==> config.mk <==
export PLATFORM = sky130hd
export DESIGN_NAME = obot_decide
export DESIGN_NICKNAME = d
export VERILOG_FILES = /design/src/rtl/obot_pkg.sv /design/src/rtl/obot_decide.sv
export SDC_FILE = /design/constraint.sdc
export NUM_CORES = 1
export LEC_CHECK = 0
export ABC_AREA = 0
export BUFFER_PORTS_ARGS = -buffer_cell sky130_fd_sc_hd__buf_2
export CORE_AREA = 5 5 145 147
export DETAILED_ROUTE_END_ITERATION = 10
export DIE_AREA = 0 0 150 152
export SETUP_SLACK_MARGIN = 0.02
export SKIP_LAST_GASP = 1
export SLEW_MARGIN = 30
export SYNTH_ARGS = -nofsm -noshare
export SYNTH_HDL_FRONTEND = slang
export SYNTH_SLANG_ARGS = --single-unit
==> constraint.sdc <==
create_clock -name clock -period 4.5 [get_ports clock]
set_input_delay 1.125 -clock clock [delete_from_list [all_inputs] [get_ports clock]]
set_output_delay 1.125 -clock clock [all_outputs]
set_load 0.02 [all_outputs]
==> src/rtl/obot_pkg.sv <==
// shared widths, payload structs and helpers for the oriented box overlap test
package obot_pkg;

   localparam int COORD_WIDTH    = 24;
   localparam int TRIG_FRAC_BITS = 14;
   localparam int TRIG_WIDTH     = 16;
   localparam int SIZE_WIDTH     = 16;

   localparam int DELTA_WIDTH = COORD_WIDTH + 1;
   localparam int PROD_WIDTH  = DELTA_WIDTH + TRIG_WIDTH;
   localparam int PROJ_WIDTH  = PROD_WIDTH + 1;
   localparam int TPROD_WIDTH = 2 * TRIG_WIDTH;
   localparam int TDOT_WIDTH  = TPROD_WIDTH + 1;
   localparam int SPROD_WIDTH = SIZE_WIDTH + TDOT_WIDTH;
   localparam int RAD_WIDTH   = SPROD_WIDTH + 2;
   localparam int EXT_SHIFT   = 2 * TRIG_FRAC_BITS;
   localparam int LIM_SHIFT   = TRIG_FRAC_BITS + 1;

   typedef struct packed {
      logic signed [TRIG_WIDTH-1:0]  sine;
      logic signed [TRIG_WIDTH-1:0]  cosine;
      logic        [SIZE_WIDTH-1:0]  wid;
      logic        [SIZE_WIDTH-1:0]  len;
      logic signed [COORD_WIDTH-1:0] cy;
      logic signed [COORD_WIDTH-1:0] cx;
   } box_type;

   // box a in the low bits, center x lowest
   typedef struct packed {
      box_type b;
      box_type a;
   } pair_type;

   localparam int PAIR_BITS      = $bits(pair_type);
   localparam int REQ_DATA_WIDTH = ((PAIR_BITS + 7) / 8) * 8;
   localparam int RSP_DATA_WIDTH = 8;

   typedef struct packed {
      logic        [TDOT_WIDTH-1:0] mc;
      logic        [TDOT_WIDTH-1:0] ms;
      logic signed [PROD_WIDTH-1:0] x_ac;
      logic signed [PROD_WIDTH-1:0] y_as;
      logic signed [PROD_WIDTH-1:0] x_as;
      logic signed [PROD_WIDTH-1:0] y_ac;
      logic signed [PROD_WIDTH-1:0] x_bc;
      logic signed [PROD_WIDTH-1:0] y_bs;
      logic signed [PROD_WIDTH-1:0] x_bs;
      logic signed [PROD_WIDTH-1:0] y_bc;
      logic        [SIZE_WIDTH-1:0] al;
      logic        [SIZE_WIDTH-1:0] aw;
      logic        [SIZE_WIDTH-1:0] bl;
      logic        [SIZE_WIDTH-1:0] bw;
   } proj_type;

   typedef struct packed {
      logic [3:0][PROJ_WIDTH-1:0] p;
      logic [3:0][RAD_WIDTH-1:0]  r;
   } radius_type;

   function automatic logic [TDOT_WIDTH-1:0] tdot_mag(input logic signed [TDOT_WIDTH-1:0] v);
      return v[TDOT_WIDTH-1] ? TDOT_WIDTH'(-v) : TDOT_WIDTH'(v);
   endfunction

   function automatic logic [PROJ_WIDTH-1:0] proj_mag(input logic signed [PROJ_WIDTH-1:0] v);
      return v[PROJ_WIDTH-1] ? PROJ_WIDTH'(-v) : PROJ_WIDTH'(v);
   endfunction

endpackage

==> src/rtl/obot_decide.sv <==
// stage 5: per-axis compare and the registered overlap flag
module obot_decide (
   input  logic                 clock,
   input  logic                 reset,
   input  logic                 in_valid,
   output logic                 in_ready,
   input  obot_pkg::radius_type in_rad,
   output logic                 out_valid,
   input  logic                 out_ready,
   output logic                 out_hit
);

   localparam int RW = obot_pkg::RAD_WIDTH;

   logic       s5_valid_ff;
   logic       s5_en;
   logic [3:0] axis_ok;
   logic       hit_in;
   logic       hit_ff;

   assign s5_en    = !s5_valid_ff || out_ready;
   assign in_ready = s5_en;

   // touching counts as overlap, so the compare is inclusive
   always_comb begin
      for (int k = 0; k < 4; k++) begin
         axis_ok[k] = {{(RW - obot_pkg::PROJ_WIDTH){1'b0}}, in_rad.p[k]}
                      <= (in_rad.r[k] >> obot_pkg::LIM_SHIFT);
      end
      hit_in = &axis_ok;
   end

   always_ff @(posedge clock) begin
      if (reset) begin
         s5_valid_ff <= 1'b0;
      end else if (s5_en) begin
         s5_valid_ff <= in_valid;
      end
   end

   always_ff @(posedge clock) begin
      if (s5_en && in_valid) begin
         hit_ff <= hit_in;
      end
   end

   assign out_valid = s5_valid_ff;
   assign out_hit   = hit_ff;

   a_zero_proj_hits: assert property (@(posedge clock) disable iff (reset)
      in_valid && in_ready && in_rad.p == '0 |=> out_valid && out_hit)
      else $error("zero center projections must report overlap");

endmodule

==> impl_metrics.ini, run 1 <==
[run_status]
status = finished, final reports clean

[yosys]
synth_area_per_cell_um2 = 7.01
synth_nets = 1060
synthDistinctLibCells = 40
synthArstFlopShare_pct = 0
synth_ff_type = edfxtp_1
synth_edf_count = 1
synth_top_cell_area_share_pct = 47.6
synth_area_leaders = ha_1 48%, inv_1 15%, a21oi_1 6.1%
synth_seq_area_share_pct = 1.32
synth-seq-cells = 2
ys_warn_count = 0
syn_inst = 540
syn-cell-area_mm2 = 0.00379
yosysTopAreaCell = ha_1

[critical_path]
worst_setup_path_start_kind = input pin
path_max_fanout = 3
worstPathArrival_ps = 3120
required_ps = 4550
rr_startpoint = out_valid$_SDFFE_PP0N_
worstSetupPathType = input pin to flip-flop
endpoint_kind = flip-flop
crit_start = in_rad[75]

[cells_and_area]
multi_input_comb_area_mm2 = 0.00318
drive_above_1_share_pct = 37.7
nNetsFinal = 1383
area_growth_pct = 53.0
finalNonFillerCells = 1132
final-seq-area_um2 = 50.0
diodes = 0
fillers = 2238

[pwr]
powerDensity_mw_per_mm2 = 100
irDropWorstVdd_mv = 0.0472
leakage_nw = 3.61

[global_route]
grt_pass1_wl_um = 22000
grtUsageTotal_pct = 11.6
overflow = 0
grt_max_degree = 5
antenna_found_initial = 0
first_global_vias = 4908

[cts]
cts_made_buffers = 3
cts_max_level = 1
post_cts_buffers = 0
ctsHoldBuffers = 0
ctsRootBufferMaster = clkbuf_16
clk_latency_ps = 220
cts_resized = 0
tritoncts = built
cts_max_path_buffers = 2
cts_sinks = 2
clk_pin_slew_ps = 30

[floorplanning]
die_area_mm2 = 0.0228
die_w_um = 150
ioPinCount = 379
start_util_pct = 19.1
die_height_um = 152
rows = 52
core_area_mm2 = 0.0198

[drt]
via_per_inst = 4.19
firstDrtPassIters = 4
drc = 0
ant_nets = 0
vias = 4739
wire_per_inst_um = 12.5
drtIter0Drc = 104
routed_wl_um = 14200

[sta]
rsz0062_at_grt = no
worstMarginPinSlew_ps = 582
fin_worst_skew_ps = 2.62
max_freq_ghz = 0.326
final.setup.tns_ps = 0
post-route-period-util_pct = 68.1
drv_slew = 0
maxSlewHeadroom_pct = 60.8
final-setup-viol-count = 0
hold_viol = 0
timing.final.crit_period_ps = 3070

[placement]
place_inst = 1128
globalplace.congestion = 0.865
port_buffers = 318
hpwl_um = 13900

[min_path]
holdCritPathClass = flip-flop to flip-flop
min_from = out_valid$_SDFFE_PP0N_

[job]
cap_violations = 0
-- critical path, stage by stage --
cell and delay (ps):
buf_2 80, inv_1 40, ha_1 220, or4_1 520, a221oi_1 230, o221a_2 230, o41ai_1 70, nor4b_1 280
a21oi_1 110, nor4b_2 210
-- path summary, 6_finish.rpt --
path | end | depth (start not counted) | slack, ps
setup / recovery | out_hit$_DFFE_PP_ | 10 | 1430
hold / removal | out_valid$_SDFFE_PP0N_ | 2 | 620
setup reg to reg | out_hit$_DFFE_PP_ | 2 | 3550
hold reg to reg | out_valid$_SDFFE_PP0N_ | 2 | 620
-- sequential cells by signal, summed over array words and instances (netlist names) --
signal	count
out_valid	1
out_hit	1
-- metrics by stage --
step / cell area (um^2) / setup WS [ps] / total power [mW] / hold WS, ps / util [%]
after floorplan: 3790 / 1480 / 0.242 / 729 / -
after global placement: 5720 / 1220 / 0.442 / 629 / 28.9
after detailed placement: 5720 / 1210 / 0.448 / 629 / 28.9
after CTS: 5790 / 1430 / 0.591 / 633 / 29.3
after global routing: 5790 / 1290 / 0.657 / 661 / 29.3
final: 5790 / 1430 / 0.580 / 619 / 29.3
-- cell families after synthesis --
| group | synth area share, % |
|---|---|
| flip-flops | 1.32 |
| buffers and inverters | 14.8 |
| AND/OR/NAND/NOR | 18.2 |
| adder cells (fa/ha/maj) | 47.6 |
| AO/OA/AOI/OAI | 18.1 |
-- cell usage after synthesis (2+ instances only) --
cell	number
a211oi_1	8
a21o_1	6
a21oi_1	46
a221o_1	2
a221oi_1	4
a31oi_1	2
and2_1	2
and3_1	2
and4_1	3
ha_1	144
inv_1	149
nand2_1	33
nand2b_1	2
nand3_1	15
nand4_1	23
nor2_1	22
nor2b_1	3
nor3_1	15
nor4_1	6
o211ai_1	6
o21a_1	2
o21ai_0	23
o21bai_1	3
o41ai_1	2
or4_1	2
-- final cells by class --
type	instances	area share [%]
repair buffers	318	27.5
clock buffers	4	1.36
well taps	270	5.83
flip-flops and latches	2	0.864
multi-input cells	389	54.8
inverters	149	9.65
-- power by group --
part	switching (mW)	internal (mW)
registers	0.000776	0.0203
clock network	0.0207	0.117
logic	0.198	0.223
total	0.220	0.360
-- routing by layer --
metal / up-vias / wire length [um] / track usage (%)
met4: 0 / 250 / 2.75
met1: 1994 / 5360 / 12.7
met5: - / 0 / 0
li1: 2536 / - / -
met2: 195 / 7090 / 22.0
met3: 14 / 1500 / 3.19
-- placed cells by master, fill, tap and decap left out, types with 4 or more instances in the layout --
cell and instances:
nor3_1 15, nor4_1 6, a21o_1 6, a211oi_1 8, o21ai_0 23, nand3_1 15
a21oi_1 46, nand4_1 23, ha_1 144, nor2_1 22, nand2_1 33, o211ai_1 6
inv_1 149, buf_2 318, a221oi_1 4
(Power assumes the default switching activity.)
==> run 2: changes to the inputs <==
--- a/config.mk
+++ b/config.mk
@@ -7,9 +7,9 @@
 export LEC_CHECK = 0
 export ABC_AREA = 0
 export BUFFER_PORTS_ARGS = -buffer_cell sky130_fd_sc_hd__buf_2
-export CORE_AREA = 5 5 145 147
+export CORE_AREA = 5 5 144 146
 export DETAILED_ROUTE_END_ITERATION = 10
-export DIE_AREA = 0 0 150 152
+export DIE_AREA = 0 0 149 151
 export SETUP_SLACK_MARGIN = 0.02
 export SKIP_LAST_GASP = 1
 export SLEW_MARGIN = 30
==> constraint.sdc (replaced) <==
create_clock -name clock -period 2.68 [get_ports clock]
set_input_delay 0.67 -clock clock [delete_from_list [all_inputs] [get_ports clock]]
set_output_delay 0.67 -clock clock [all_outputs]
set_load 0.02 [all_outputs]
==> run 2 against run 1 <==
  * First-iteration DRC count rose by 36%
  * Worst setup slack got worse by 1300 ps
  * Register-to-register slack got worse by 1700 ps
  * Clock power rose by 74%
  * Hold slack got worse by 100 ps
  * Die area fell by 1.3%
  * Sequential share of layout area barely moved
  * Wire length rose by 8.1%
  * Combinational power rose by 81%
  * Power rose by 79%
  * Global-route usage rose by 0.98 points
  * Core utilization rose by 2.0 points
  * Largest power group unchanged
==> impl_metrics.ini, run 2 (synthesis results as in run 1) <==
[critical_path]
slowest_delay_ps = 540
worstSetupPathType = input pin to flip-flop
crit_family = simple AND/OR/NAND/NOR gates
r2r_slack_ps = 1800
endpoint_kind = flip-flop
ff2ff_path_depth = 2
crit_start = in_rad[75]
required_ps = 2730
crit_path_top_delay_cell = or4_1
path_depth = 10
worst_setup_path_start_kind = input pin
endpoint = out_hit$_DFFE_PP_
worstPathArrival_ps = 2600
cp_num_buf_inv = 2
crit_chain = buf_2 > inv_1 > ha_1 > or4_1 > a221oi_2 > o221a_2 > o41ai_1 > nor4b_1 > a21oi_1 > nor4b_4
path_max_fanout = 2
r2r-end = out_hit$_DFFE_PP_
rr_startpoint = out_valid$_SDFFE_PP0N_

[floorplanning]
die_w_um = 149
core_area_mm2 = 0.0193
rows = 51
die_height_um = 151
die_area_mm2 = 0.0225
ioPinCount = 379
start_util_pct = 19.6

[cells_and_area]
nNetsFinal = 1409
fin_area_mm2 = 0.00604
finalNonFillerCells = 1153
mostFrequentLayoutCells = 318 x buf_2, 149 x inv_1, 144 x ha_1
layout_commonest_cell = buf_2
diodes = 0
area_growth_pct = 59.4
drive_above_1_share_pct = 40.4
final_util_pct = 31.3

[sta]
worstMarginPinSlew_ps = 385
drv_slew = 0
post-route-period-util_pct = 95.2
timing.final.crit_period_ps = 2550
setup_ws_ps = 128
rsz0062_at_grt = no
final-setup-viol-count = 0
hold_viol = 0
final.setup.tns_ps = 0
max_freq_ghz = 0.392
maxSlewHeadroom_pct = 74.1
whs_ps = 516
fin_worst_skew_ps = 4.52

[placement]
port_buffers = 318
hpwl_um = 14700
dpl_worst_slack_ps = -239
placed_area_mm2 = 0.00590
place_inst = 1149
globalplace.congestion = 0.932

[drt]
routed-wl-met3_um = 1680
firstDrtPassIters = 4
via_per_inst = 4.22
drtIter0Drc = 141
top_layer_used = met5
routed_wl_um = 15300
wire_per_inst_um = 13.3
wl_met1_um = 5510
wl_met2_um = 7850
ant_nets = 0
vias = 4864
drc = 0

[cts]
cts_max_level = 1
cts_made_buffers = 3
cts_sinks = 2
clk_latency_ps = 230
post_cts_buffers = 0
ctsHoldBuffers = 0
clk_pin_slew_ps = 30
ctsRootBufferMaster = clkbuf_16
tritoncts = built
cts_max_path_buffers = 2

[run_status]
status = finished, final reports clean

[job]
cap_violations = 0

[global_route]
grt_max_degree = 4
grt_pass1_wl_um = 22800
grtUsageTotal_pct = 12.6
first_global_vias = 4935
overflow = 0
antenna_found_initial = 1

[pwr]
irDropWorstVdd_mv = 0.136
leakage_nw = 3.76
power_mw = 1.04
powerDensity_mw_per_mm2 = 172

[min_path]
holdCritPathClass = flip-flop to flip-flop
-- run 2: cell types whose count changed in the layout (fill, tap and decap cells not counted), sizes merged --
cell | previous run | this run
buf | 318 | 344
-- run 2: how the worst min path moves through the flow --
stage | from | to | depth (start not counted)
global placement | out_valid$_SDFFE_PP0N_ | out_valid$_SDFFE_PP0N_ | 2
CTS | out_valid$_SDFFE_PP0N_ | out_valid$_SDFFE_PP0N_ | 2
detailed placement | out_valid$_SDFFE_PP0N_ | out_valid$_SDFFE_PP0N_ | 2
global route | out_valid$_SDFFE_PP0N_ | out_valid$_SDFFE_PP0N_ | 2
floorplan | out_valid$_SDFFE_PP0N_ | out_valid$_SDFFE_PP0N_ | 2
finish | out_valid$_SDFFE_PP0N_ | out_valid$_SDFFE_PP0N_ | 2
-- run 2: power by group --
group          internal, mW  total [mW]  switching (mW)
clock network         0.196       0.238          0.0415
logic                 0.407       0.763           0.357
registers            0.0341      0.0347        0.000599
total                 0.637        1.04           0.399
-- run 2: repair_timing --
action | in CTS | in global routing
gates resized for setup | 2 | 10
endpoints found under the setup margin | 1 | 1
gates cloned | 0 | 0
endpoints found under the hold margin | 0 | 0
pin swaps | 2 | 2
-- run 2: layout make-up --
| class | count | area (um^2) |
|---|---|---|
| clock buffers | 4 | 78.8 |
| fillers | 2145 | 13200 |
| inverters | 149 | 559 |
| multi-input cells | 389 | 3230 |
| flip-flops and latches | 2 | 50.0 |
| well taps | 265 | 332 |
| repair buffers | 344 | 1790 |
-- run 2: worst min-delay path: cells and delay by family, from the launching register on --
family,cells,cell delay [ps]
flops,1,300
simple gates,1,100
compound gates,1,70
-- run 2: layer usage --
metal / GRT usage, % / vias up
met1: 13.1 / 2028
met4: 3.71 / 2
met2: 24.6 / 237
li1: - / 2582
met5: 0 / -
met3: 3.41 / 15
